`src/sv/lkvc_pkg.sv`:
```
// Package for the LRU key-value cache: field widths and parameter defaults.
// Used by the cache top level and its port checker.
package lkvc_pkg;

  localparam int ENTRIES_DEF = 8;    // default number of cache entries
  localparam int KEY_BITS    = 32;   // width of the key field
  localparam int VALUE_BITS  = 32;   // width of the stored value
  localparam int CAP_W       = 4;    // width of the capacity register write data
  localparam int OCC_W       = 4;    // width of the occupancy result field

  // Stream payload widths, padded to whole bytes.
  localparam int IN_DATA_W  = ((KEY_BITS + VALUE_BITS + 7) / 8) * 8;
  localparam int OUT_DATA_W = ((VALUE_BITS + OCC_W + 7) / 8) * 8;

  typedef logic [KEY_BITS-1:0]   key_t;
  typedef logic [VALUE_BITS-1:0] value_t;

endpackage

```
`src/sv/lkvc_ram.sv`:
```
// Generic single-write, single-read RAM with a registered read port.
// Read-first: a read and a write to the same address return the old data.
// No dependencies.
module lkvc_ram #(
  parameter int WIDTH = 32,
  parameter int DEPTH = 8,
  localparam int ADDR_W = (DEPTH > 1) ? $clog2(DEPTH) : 1
) (
  input  logic              clk,
  input  logic              we,
  input  logic [ADDR_W-1:0] waddr,
  input  logic [WIDTH-1:0]  wdata,
  input  logic              re,
  input  logic [ADDR_W-1:0] raddr,
  output logic [WIDTH-1:0]  rdata
);

  logic [WIDTH-1:0] mem_r [DEPTH];
  logic [WIDTH-1:0] rdata_r;

  always_ff @(posedge clk) begin
    if (we) begin
      mem_r[waddr] <= wdata;
    end
    if (re) begin
      rdata_r <= mem_r[raddr];
    end
  end

  assign rdata = rdata_r;

endmodule

```
`src/sv/lru_key_value_cache_unit.sv`:
```
// LRU key-value cache: fully associative lookup, recency update and result stream.
// Depends on lkvc_pkg and the value RAM lkvc_ram.
//
// The cache takes one request per clock unless the result stream stalls. A request beat
// waits in the request register while all keys are compared in parallel and the hit,
// free or victim entry and the new recency ranks are worked out, then moves to the
// result register. As it moves, the value RAM does its registered read, which lands in
// step with the result register. A stalled result beat holds the request register too,
// so a waiting result blocks at most one more request. Valid bits and ranks are
// cleared by reset at once, so the cache is ready from the first cycle after reset.
// Capacity values of zero act as one, and values above the entry count act as the entry
// count. The register should only be written while no request is in flight.
module lru_key_value_cache_unit
  import lkvc_pkg::*;
#(
  parameter int ENTRIES = ENTRIES_DEF
) (
  input  logic                  clk,
  input  logic                  rst_n,
  // Capacity register
  input  logic                  cfg_wr_en,
  input  logic [CAP_W-1:0]      cfg_wr_data,
  // Request stream
  input  logic                  in_tvalid,
  output logic                  in_tready,
  input  logic [IN_DATA_W-1:0]  in_tdata,   // key, write_value
  input  logic                  in_tuser,   // req_type
  // Result stream
  output logic                  out_tvalid,
  input  logic                  out_tready,
  output logic [OUT_DATA_W-1:0] out_tdata,  // value, occupancy
  output logic                  out_tuser   // allocated
);

  localparam int IDX_W  = (ENTRIES > 1) ? $clog2(ENTRIES) : 1;
  localparam int RANK_W = IDX_W;
  localparam int CNT_W  = $clog2(ENTRIES + 1);
  localparam int CMP_W  = (CNT_W > CAP_W) ? CNT_W : CAP_W;

  // Request register
  logic   s1_valid_r;
  logic   s1_write_r;
  key_t   s1_key_r;
  value_t s1_wval_r;

  // Cache state
  key_t              key_r   [ENTRIES];
  logic              valid_r [ENTRIES];
  logic              valid_nxt [ENTRIES];
  logic [RANK_W-1:0] rank_r  [ENTRIES];
  logic [RANK_W-1:0] rank_nxt [ENTRIES];
  logic [CNT_W-1:0]  count_r;
  logic [CNT_W-1:0]  count_nxt;
  logic [CMP_W-1:0]  cap_r;

  // Result register
  logic             out_valid_r;
  logic             out_alloc_r;
  logic [OCC_W-1:0] out_occ_r;
  value_t           ram_rdata;

  logic              adv;
  logic              upd;
  logic              hit;
  logic [IDX_W-1:0]  hit_idx;
  logic              free_found;
  logic [IDX_W-1:0]  free_idx;
  logic [IDX_W-1:0]  lru_idx;
  logic [IDX_W-1:0]  e_idx;
  logic [CMP_W-1:0]  cap_eff;
  logic              evict;
  logic [RANK_W-1:0] last_rank;
  logic [RANK_W-1:0] from_rank;
  logic              from_all;
  logic              ram_we;
  value_t            ram_wdata;

  assign adv       = !out_valid_r || out_tready;
  assign in_tready = !s1_valid_r || adv;
  assign upd       = s1_valid_r && adv;

  always_ff @(posedge clk) begin
    if (!rst_n) begin
      s1_valid_r <= 1'b0;
    end else if (in_tvalid && in_tready) begin
      s1_valid_r <= 1'b1;
    end else if (adv) begin
      s1_valid_r <= 1'b0;
    end
  end

  always_ff @(posedge clk) begin
    if (in_tvalid && in_tready) begin
      s1_write_r <= in_tuser;
      s1_key_r   <= in_tdata[KEY_BITS-1:0];
      s1_wval_r  <= in_tdata[KEY_BITS +: VALUE_BITS];
    end
  end

  always_ff @(posedge clk) begin
    if (!rst_n) begin
      cap_r <= CMP_W'(ENTRIES);
    end else if (cfg_wr_en) begin
      cap_r <= CMP_W'(cfg_wr_data);
    end
  end

  // Lookup and replacement choice
  always_comb begin
    hit        = 1'b0;
    hit_idx    = '0;
    free_found = 1'b0;
    free_idx   = '0;
    lru_idx    = '0;
    last_rank  = RANK_W'(count_r - 1'b1);
    for (int i = ENTRIES - 1; i >= 0; i--) begin
      if (valid_r[i] && key_r[i] == s1_key_r) begin
        hit     = 1'b1;
        hit_idx = IDX_W'(i);
      end
      if (!valid_r[i]) begin
        free_found = 1'b1;
        free_idx   = IDX_W'(i);
      end
      // Valid ranks are distinct, so the oldest entry holds rank count - 1.
      if (valid_r[i] && rank_r[i] == last_rank) begin
        lru_idx = IDX_W'(i);
      end
    end

    if (cap_r == '0) begin
      cap_eff = CMP_W'(1);
    end else if (cap_r > CMP_W'(ENTRIES)) begin
      cap_eff = CMP_W'(ENTRIES);
    end else begin
      cap_eff = cap_r;
    end
    evict = CMP_W'(count_r) >= cap_eff;

    from_all  = 1'b0;
    from_rank = '0;
    priority if (hit) begin
      e_idx     = hit_idx;
      from_rank = rank_r[hit_idx];
    end else if (evict) begin
      e_idx     = lru_idx;
      from_rank = last_rank;
    end else begin
      e_idx    = free_found ? free_idx : '0;
      from_all = 1'b1;
    end
  end

  // Recency and occupancy update
  always_comb begin
    count_nxt = count_r;
    for (int i = 0; i < ENTRIES; i++) begin
      valid_nxt[i] = valid_r[i];
      rank_nxt[i]  = rank_r[i];
      if (upd && IDX_W'(i) != e_idx && valid_r[i] && (from_all || rank_r[i] < from_rank)) begin
        rank_nxt[i] = rank_r[i] + 1'b1;
      end
      if (upd && IDX_W'(i) == e_idx) begin
        rank_nxt[i] = '0;
        if (!hit && !evict) begin
          valid_nxt[i] = 1'b1;
        end
      end
    end
    if (upd && !hit && !evict) begin
      count_nxt = count_r + 1'b1;
    end
  end

  always_ff @(posedge clk) begin
    if (!rst_n) begin
      count_r <= '0;
      for (int i = 0; i < ENTRIES; i++) begin
        valid_r[i] <= 1'b0;
        rank_r[i]  <= '0;
      end
    end else begin
      count_r <= count_nxt;
      for (int i = 0; i < ENTRIES; i++) begin
        valid_r[i] <= valid_nxt[i];
        rank_r[i]  <= rank_nxt[i];
      end
    end
  end

  always_ff @(posedge clk) begin
    if (upd && !hit) begin
      key_r[e_idx] <= s1_key_r;
    end
  end

  // A new entry starts at zero; a write request overwrites it in the same cycle.
  assign ram_we    = upd && (!hit || s1_write_r);
  assign ram_wdata = s1_write_r ? s1_wval_r : '0;

  lkvc_ram #(
    .WIDTH (VALUE_BITS),
    .DEPTH (ENTRIES)
  ) u_value_ram (
    .clk   (clk),
    .we    (ram_we),
    .waddr (e_idx),
    .wdata (ram_wdata),
    .re    (upd),
    .raddr (hit_idx),
    .rdata (ram_rdata)
  );

  always_ff @(posedge clk) begin
    if (!rst_n) begin
      out_valid_r <= 1'b0;
    end else if (adv) begin
      out_valid_r <= s1_valid_r;
    end
  end

  always_ff @(posedge clk) begin
    if (upd) begin
      out_alloc_r <= !hit;
      out_occ_r   <= OCC_W'(count_nxt);
    end
  end

  assign out_tvalid = out_valid_r;
  assign out_tuser  = out_alloc_r;
  assign out_tdata  = OUT_DATA_W'({out_occ_r, (out_alloc_r ? value_t'(0) : ram_rdata)});

endmodule

```
`config.mk`:
```
export PLATFORM = sky130hd
export DESIGN_NAME = lru_key_value_cache_unit
export DESIGN_NICKNAME = d
export VERILOG_FILES = /design/src/sv/lkvc_pkg.sv /design/src/sv/lkvc_ram.sv /design/src/sv/lru_key_value_cache_unit.sv
export SDC_FILE = /design/constraint.sdc
export NUM_CORES = 1
export LEC_CHECK = 0
export BUFFER_PORTS_ARGS = -buffer_cell sky130_fd_sc_hd__buf_2
export CORE_MARGIN = 10
export CORE_UTILIZATION = 55
export DETAILED_ROUTE_END_ITERATION = 6
export PLACE_DENSITY = 0.72
export SYNTH_ARGS = -nofsm -noshare
export SYNTH_HDL_FRONTEND = slang
export SYNTH_SLANG_ARGS = --single-unit
export TNS_END_PERCENT = 50
```
`constraint.sdc`:
```
create_clock -name clk -period 17.8 [get_ports clk]
set_clock_uncertainty 0.15 [all_clocks]
set_input_delay 3.56 -clock clk [delete_from_list [all_inputs] [get_ports clk]]
set_output_delay 3.56 -clock clk [all_outputs]
set_load 0.05 [all_outputs]
```
==> results of run 1 <==
worst register-to-register path: cells and delay by family (launching register included):
| kind | cells | cell delay [ns] |
|---|---|---|
| mux | 1 | 0.45 |
| xor+xnor | 1 | 0.18 |
| fa+ha+maj | 1 | 0.38 |
| simple gates | 6 | 1.53 |
| flops | 1 | 1.00 |
| compound gates | 7 | 2.63 |
cells in the mapped netlist (4+ instances only):
| library cell | instances | area, um2 |
|---|---|---|
| a31oi_1 | 7 | 43.8 |
| xnor2_1 | 47 | 412 |
| nor2_1 | 65 | 244 |
| nor4b_1 | 9 | 78.8 |
| or4_1 | 7 | 52.6 |
| nand3_1 | 33 | 165 |
| clkbuf_1 | 47 | 176 |
| dfxtp_1 | 41 | 821 |
| nand4b_1 | 9 | 78.8 |
| buf_6 | 8 | 90.1 |
| mux2i_1 | 71 | 711 |
| nor2b_1 | 39 | 244 |
| o21ai_0 | 97 | 485 |
| buf_1 | 14 | 52.6 |
| o21a_1 | 14 | 105 |
| buf_4 | 7 | 52.6 |
| o311a_1 | 4 | 40.0 |
| mux2_2 | 67 | 754 |
| a21oi_1 | 15 | 75.1 |
| inv_1 | 20 | 75.1 |
| a21o_1 | 4 | 30.0 |
| nand4_1 | 28 | 175 |
| and2_1 | 46 | 288 |
| nand3b_1 | 4 | 30.0 |
| o2111ai_1 | 5 | 43.8 |
| a211o_1 | 4 | 35.0 |
| a2111o_1 | 5 | 56.3 |
| o211ai_1 | 46 | 345 |
| or3_1 | 12 | 75.1 |
| nor4_1 | 95 | 594 |
| nor3b_1 | 5 | 37.5 |
| o211a_1 | 4 | 40.0 |
| buf_2 | 25 | 125 |
| xor2_1 | 235 | 2060 |
| nor3_1 | 24 | 120 |
| o31ai_1 | 5 | 37.5 |
| and4_1 | 6 | 52.6 |
| nand2_1 | 126 | 473 |
| nand2b_1 | 11 | 68.8 |
| o21ai_1 | 7 | 35.0 |
| ha_1 | 22 | 275 |
| and4b_1 | 4 | 40.0 |
| a211oi_1 | 10 | 75.1 |
| edfxtp_1 | 615 | 18500 |
| and3_1 | 20 | 125 |
cell type report:
class | instances | area (um2)
well taps | 688 | 861
clock buffers | 87 | 1870
flip-flops and latches | 656 | 19300
inverters | 20 | 75.1
clock inverters | 34 | 373
repair buffers | 163 | 943
multi-input cells | 1276 | 9370
fillers | 3856 | 19700
layer usage:
layer	vias to the layer above	share of wire	GRT usage
met5	-	0	0
met3	117	0.064	0.0361
met2	632	0.48	0.349
met4	0	0.024	0.0721
met1	8766	0.43	0.280
li1	8054	-	-
state kept, by name, summed over array words and instances (netlist names):
name and count:
s1_wval_r 32, u_value_ram.rdata 32, key_r 256, count_r 4, s1_key_r 32, out_tuser 1, valid_r 8, out_tvalid 1
s1_write_r 1, out_occ_r 4, u_value_ram.mem_r 256, cap_r 4, s1_valid_r 1, rank_r 24
power groups by stage:
stage,combinational (mW),sequential [mW],clock (mW)
final,0.166,1.73,1.42
after global routing,0.181,1.73,1.51
after CTS,0.166,1.73,1.45
after detailed placement,0.165,1.76,0
after global placement,0.161,1.76,0
after floorplan,0.107,1.76,0
cell families (layout without fill, tap and decap cells):
| family | Yosys count | after routing | synth area share |
|---|---|---|---|
| and+or+nand+nor | 567 | 567 | 0.111 |
| other | 1 | 4 | 0.000129 |
| buffers and inverters | 122 | 304 | 0.0198 |
| AOI/OAI and AO/OA | 261 | 261 | 0.0610 |
| xor gates and xnor gates | 283 | 283 | 0.0856 |
| adders and majority gates | 23 | 23 | 0.00984 |
| muxes | 138 | 138 | 0.0503 |
| DFF | 656 | 656 | 0.663 |
path summary, 6_finish.rpt:
path / cells past startpoint / endpoint
worst max-delay path: 4 / in_tready
worst min-delay path: 1 / out_tvalid
worst max register to register: 16 / rank_r[3][0]
worst min register to register: 1 / out_tvalid
through the flow:
stage	hold slack, ns	std cells
after global placement	0.351	2803
after global routing	0.401	2924
final	0.375	2924
after CTS	0.382	2924
after floorplan	0.333	2054
after detailed placement	0.368	2803
==> metrics.cfg, run 1 <==
[sta]
setup_ws_ns=9.91
min_period_ns=7.89
hold_viol_final=0
slew_headroom=0.194
fin_crit_sh=0.443
rsz0062_at_grt=false
fin_tns_setup_ns=0
worst_pin_slew_ns=1.21
slew_viol_final=0
fmax_mhz=127
setup_violations=0

[cts]
cts.sinks=656
path_clk_slew_ns=0.05
cts_resized=0
cts-buffers-inserted=70
clockRootBuffer=clkbuf_16
insertion_delay_ns=0.61
cts_hold_buffers=0
post_cts_buffers=0
clock_path_buffers=3
tritoncts=yes
htree_levels=3

[synthesis]
synth_seq_area_share=0.663
ys_types=91
netlist_instances=2051
synth_edf_count=615
syn_avg_cell_area_um2=14.2
synthArstFlopShare=0
ys_seq_elements=656
ys.flop_type=edfxtp_1
syn_area_um2=29100
yosysWarnings=0

[detailed_routing]
remaining_drc_errors=0
ant_nets=0
totalWireLength_mm=67.6
first_pass_iters=5
drtIter0Drc=1588
via_count=17569
vias_per_cell=6.01
routedWlPerCell_um=23.1

[worst_hold_path]
hold_start=s1_valid_r
worstHoldPathType=flip-flop to flip-flop

[floorplan]
ioPinCount=117
die_w_um=250
die_y_um=250
floorplan.initialDensity=0.555
core_um2=52400
die_area_um2=62500
std_cell_rows=84

[critical_path]
worstPathMaxFanout=4
rrSetupSlack_ns=11.40
cp_top_family=buffers and inverters
critPathArrivalTime_ns=4.18
crit_required_ns=14.09
reg2reg_from=s1_key_r[19]
slowest_stage=buf_2
slowest_delay_ns=0.22
crit_type=primary input to output port
end_kind=output port
crit_buf_inv=2
start_kind=primary input
crit_chain=buf_2 -> nor2b_1 -> nand2_1 -> buf_2
cp_common_cell=buf_2
startpoint=out_tready

[pwr]
p_sw_frac=0.213
p_total_mw=3.32
p_per_area_nw_per_um2=101
p_clk_frac=0.429
p_comb_frac=0.050
p_switching_mw=0.707
power.internal_mw=2.61
seqPwrFrac=0.521
p_leak_nw=11.7
irDropWorstVdd_mv=0.0668

[placed_design]
post_dp_cell_area_um2=30500
dp_hpwl_mm=40.9
place.gp.congestion=0.931
dpl_worst_slack_ns=9.91
portBuffers=112

[layout]
mostFrequentLayoutCells=edfxtp_1 (615), xor2_1 (235), nand2_1 (125)
nets=2283
n_antenna_cell=0
final_area_um2=32800
final_common_cell=edfxtp_1
area_growth_pct=12.6
post-route-util=0.625
layout-drive-gt1-share=0.167

[global_routing]
grt_max_degree=128
grt-ovfl-total=0
grt_pass1_vias=17643
antenna_found_initial=0
grt_pass1_wl_mm=104
grt_util_all_layers=0.212

[run]
cap_viol_max_count=0

[outcome]
status=completed

Power figures use the tool's default switching activity.
==> run 2, diff against run 1 <==
Settings changed: ABC_AREA set to 1, PLACE_DENSITY 0.72 to 0.75.
Clock period 17.8 ns to 6.95 ns, I/O delays scaled along.
==> metrics.cfg, run 2 <==
[pwr]
p_sw_frac=0.240  ; was 0.213
seqPwrFrac=0.499  ; was 0.521
p_clk_frac=0.429  ; about the same
p_comb_frac=0.072  ; was 0.050
p_leak_nw=14.1  ; was 11.7 nW
p_switching_mw=2.15  ; was 0.707 mW
p_per_area_nw_per_um2=252  ; was 101 nW/um2
irDropWorstVdd_mv=0.223  ; was 0.0668 mV
power.internal_mw=6.80  ; was 2.61 mW

[detailed_routing]
routedWlPerCell_um=24.7  ; was 23.1 um
vias_per_cell=5.99  ; was 6.01
first_pass_iters=6  ; was 5
remaining_drc_errors=0  ; unchanged
drtIter0Drc=3403  ; was 1588
via_count=24933  ; was 17569
ant_nets=0  ; unchanged
totalWireLength_mm=103  ; was 67.6 mm

[sta]
setup_ws_ns=1.54  ; was 9.91 ns
hold_viol_final=0  ; unchanged
fin_tns_setup_ns=0  ; unchanged
min_period_ns=5.41
rsz0062_at_grt=false  ; unchanged
fin_crit_sh=0.779
fmax_mhz=185
worst_pin_slew_ns=1.23  ; was 1.21 ns
setup_violations=0  ; unchanged
slew_headroom=0.182  ; was 0.194
slew_viol_final=0  ; unchanged

[layout]
mostFrequentLayoutCells=nand2_1 (625), edfxtp_1 (615), nor2_1 (437)  ; was edfxtp_1 (615), xor2_1 (235), nand2_1 (125)
layout-drive-gt1-share=0.124  ; was 0.167
area_growth_pct=12.5  ; was 12.6%
n_antenna_cell=0  ; unchanged
nets=3449  ; was 2283
final_common_cell=nand2_1  ; was edfxtp_1
reg_top3=key_r: 256 flops, u_value_ram.mem_r: 256 flops  ; unchanged
fill_cells=4581  ; was 3856

[worst_hold_path]
min_path_cells=2  ; was 1
min_to=out_tvalid  ; unchanged
worstHoldPathType=flip-flop to flip-flop  ; unchanged
hold_start=out_tvalid  ; was s1_valid_r

[critical_path]
critPathArrivalTime_ns=5.52  ; was 4.18 ns
worstPathMaxFanout=32  ; was 4
start_kind=flip-flop  ; was primary input
regToRegEndpoint=u_value_ram.mem_r[3][15]  ; was rank_r[3][0]
crit_required_ns=7.06  ; was 14.09 ns
reg2reg_depth=19  ; was 16
rrSetupSlack_ns=1.54  ; was 11.40 ns
crit_type=flip-flop to flip-flop  ; was primary input to output port
end_kind=flip-flop  ; was output port
reg2reg_from=s1_key_r[27]  ; was s1_key_r[19]

[cts]
cts-buffers-inserted=70  ; unchanged
cts.sinks=656  ; unchanged
post_cts_buffers=0  ; unchanged
insertion_delay_ns=0.63  ; was 0.61 ns
clock_path_buffers=3  ; unchanged
htree_levels=3  ; unchanged
path_clk_slew_ns=0.06  ; was 0.05 ns
cts_resized=0  ; unchanged
tritoncts=yes  ; unchanged
clockRootBuffer=clkbuf_16  ; unchanged
cts_hold_buffers=0  ; unchanged

[global_routing]
grt_pass1_wl_mm=151  ; was 104 mm
grt_max_degree=113  ; was 128
grt_util_all_layers=0.300  ; was 0.212
grt-ovfl-total=0  ; unchanged
grt_pass1_vias=23689  ; was 17643
antenna_found_initial=3  ; was 0

[floorplan]
die_area_um2=67400  ; was 62500 um2
core_um2=56600  ; was 52400 um2
std_cell_rows=87  ; was 84
ioPinCount=117  ; unchanged
die_w_um=260  ; was 250 um
floorplan.initialDensity=0.558  ; was 0.555
die_y_um=260  ; was 250 um

[synthesis]
syn_avg_cell_area_um2=9.85  ; was 14.2 um2
netlist_instances=3207  ; was 2051
yosysTopAreaCellShare=0.585  ; was 0.634
synth_edf_count=615  ; unchanged
synthTopCellsByCount=nand2_1 (626), edfxtp_1 (615), nor2_1 (453)  ; was edfxtp_1 (615), xor2_1 (235), nand2_1 (126)
synth_seq_area_share=0.611  ; was 0.663
ys_types=57  ; was 91
syn_area_um2=31600  ; was 29100 um2
ys_seq_elements=656  ; unchanged
synthTopCellsByArea=edfxtp_1 (58%), nand2_1 (7.4%), nor2_1 (5.4%)  ; was edfxtp_1 (63%), xor2_1 (7.1%), dfxtp_1 (2.8%)
synthArstFlopShare=0  ; unchanged
ys.flop_type=edfxtp_1  ; unchanged
yosysMostFrequentCell=nand2_1  ; was edfxtp_1
yosysWarnings=0  ; unchanged
yosysTopAreaCell=edfxtp_1  ; unchanged

[placed_design]
portBuffers=112  ; unchanged
dpl_worst_slack_ns=1.77  ; was 9.91 ns
place.gp.congestion=0.978  ; was 0.931
dp_hpwl_mm=68.4  ; was 40.9 mm

[outcome]
status=completed  ; unchanged

[run]
cap_viol_max_count=0  ; unchanged

run 2: cell count changes in the layout (fill, tap and decap cells not counted), sizes merged, moves of 46 or more:
cell,delta
a21oi,+46
inv,+368
mux2,-67
mux2i,-71
nand2,+532
nand3,+168
nand4,+66
nor2,+390
nor4,-70
o21ai,+71
o221ai,+62
or2,+58
xor2,-197
run 2: cells by family (layout without fill, tap and decap cells):
kind of cell    Yosys count  in the layout  share of synthesized area
flops                   656            656                      0.611
simple gates           1610           1610                      0.227
fa+ha+maj                22             22                    0.00872
xor+xnor                100            100                     0.0283
other cells               1              4                   0.000119
compound gates          327            327                     0.0625
buf+inv                 491            689                     0.0625
run 2: worst max-delay path by stage:
| stage | to | startpoint | slack, ns | cells after the start |
|---|---|---|---|---|
| after floorplan | key_r[5][0] | out_tready | 1.61 | 7 |
| after global placement | rank_r[3][1] | s1_key_r[29] | 1.83 | 27 |
| after detailed placement | rank_r[3][2] | s1_key_r[29] | 1.77 | 27 |
| after CTS | rank_r[0][0] | s1_key_r[29] | 1.73 | 27 |
| after global routing | rank_r[1][1] | s1_key_r[27] | 1.22 | 27 |
| final | u_value_ram.mem_r[3][15] | s1_key_r[27] | 1.54 | 19 |
run 2: metal layers:
layer  global-route usage  routed length, um  vias to the layer above
met5                    0                  9                        -
li1                     -                  -                    11250
met1                0.436              43700                    12080
met4               0.0975               3090                        2
met3               0.0554              10500                      188
met2                0.449              45500                     1413
run 2: cell type report:
class / instances / area, um2 / share of cell area
sequential: 656 / 19300 / 0.543
tap: 756 / 946 / 0.0266
timing repair buffer: 168 / 981 / 0.0276
clock inverter: 45 / 533 / 0.0150
clock buffer: 82 / 1840 / 0.0518
inverter: 394 / 1480 / 0.0417
multi-input combinational: 2063 / 10500 / 0.294
run 2: power groups by stage:
stage | Sequential (mW) | Clock (mW) | Combinational, mW
finish | 4.47 | 3.84 | 0.647
CTS | 4.46 | 3.88 | 0.632
global route | 4.47 | 4.03 | 0.695
detailed placement | 4.55 | 0 | 0.628
floorplan | 4.53 | 0 | 0.383
global placement | 4.54 | 0 | 0.627
run 2: critical path: stages, from the launching register on:
cell and delay [ns]:
edfxtp_1 1.14, inv_2 0.45, nand2_1 0.27, nand2_1 0.08, nor2_1 0.11, nand2_1 0.07, nor2_1 0.08, nand3_1 0.16
o21ai_1 0.41, nand3_1 0.33, a21oi_4 0.38, inv_2 0.06, nand2_1 0.13, inv_2 0.06, nor2_2 0.15, inv_2 0.04
nor2_1 0.21, inv_1 0.16, nor2_4 0.10, buf_4 0.46
run 2: per-stage QoR:
stage	util	instance area (um2)	total power, mW	hold WS (ns)	cells
final	0.628	35500	8.95	0.349	4164
after global placement	0.586	33200	5.17	0.336	4037
after global routing	0.628	35500	9.19	0.387	4164
after CTS	0.628	35500	8.97	0.353	4164
after floorplan	-	31600	4.91	0.313	3210
after detailed placement	0.586	33200	5.18	0.345	4037
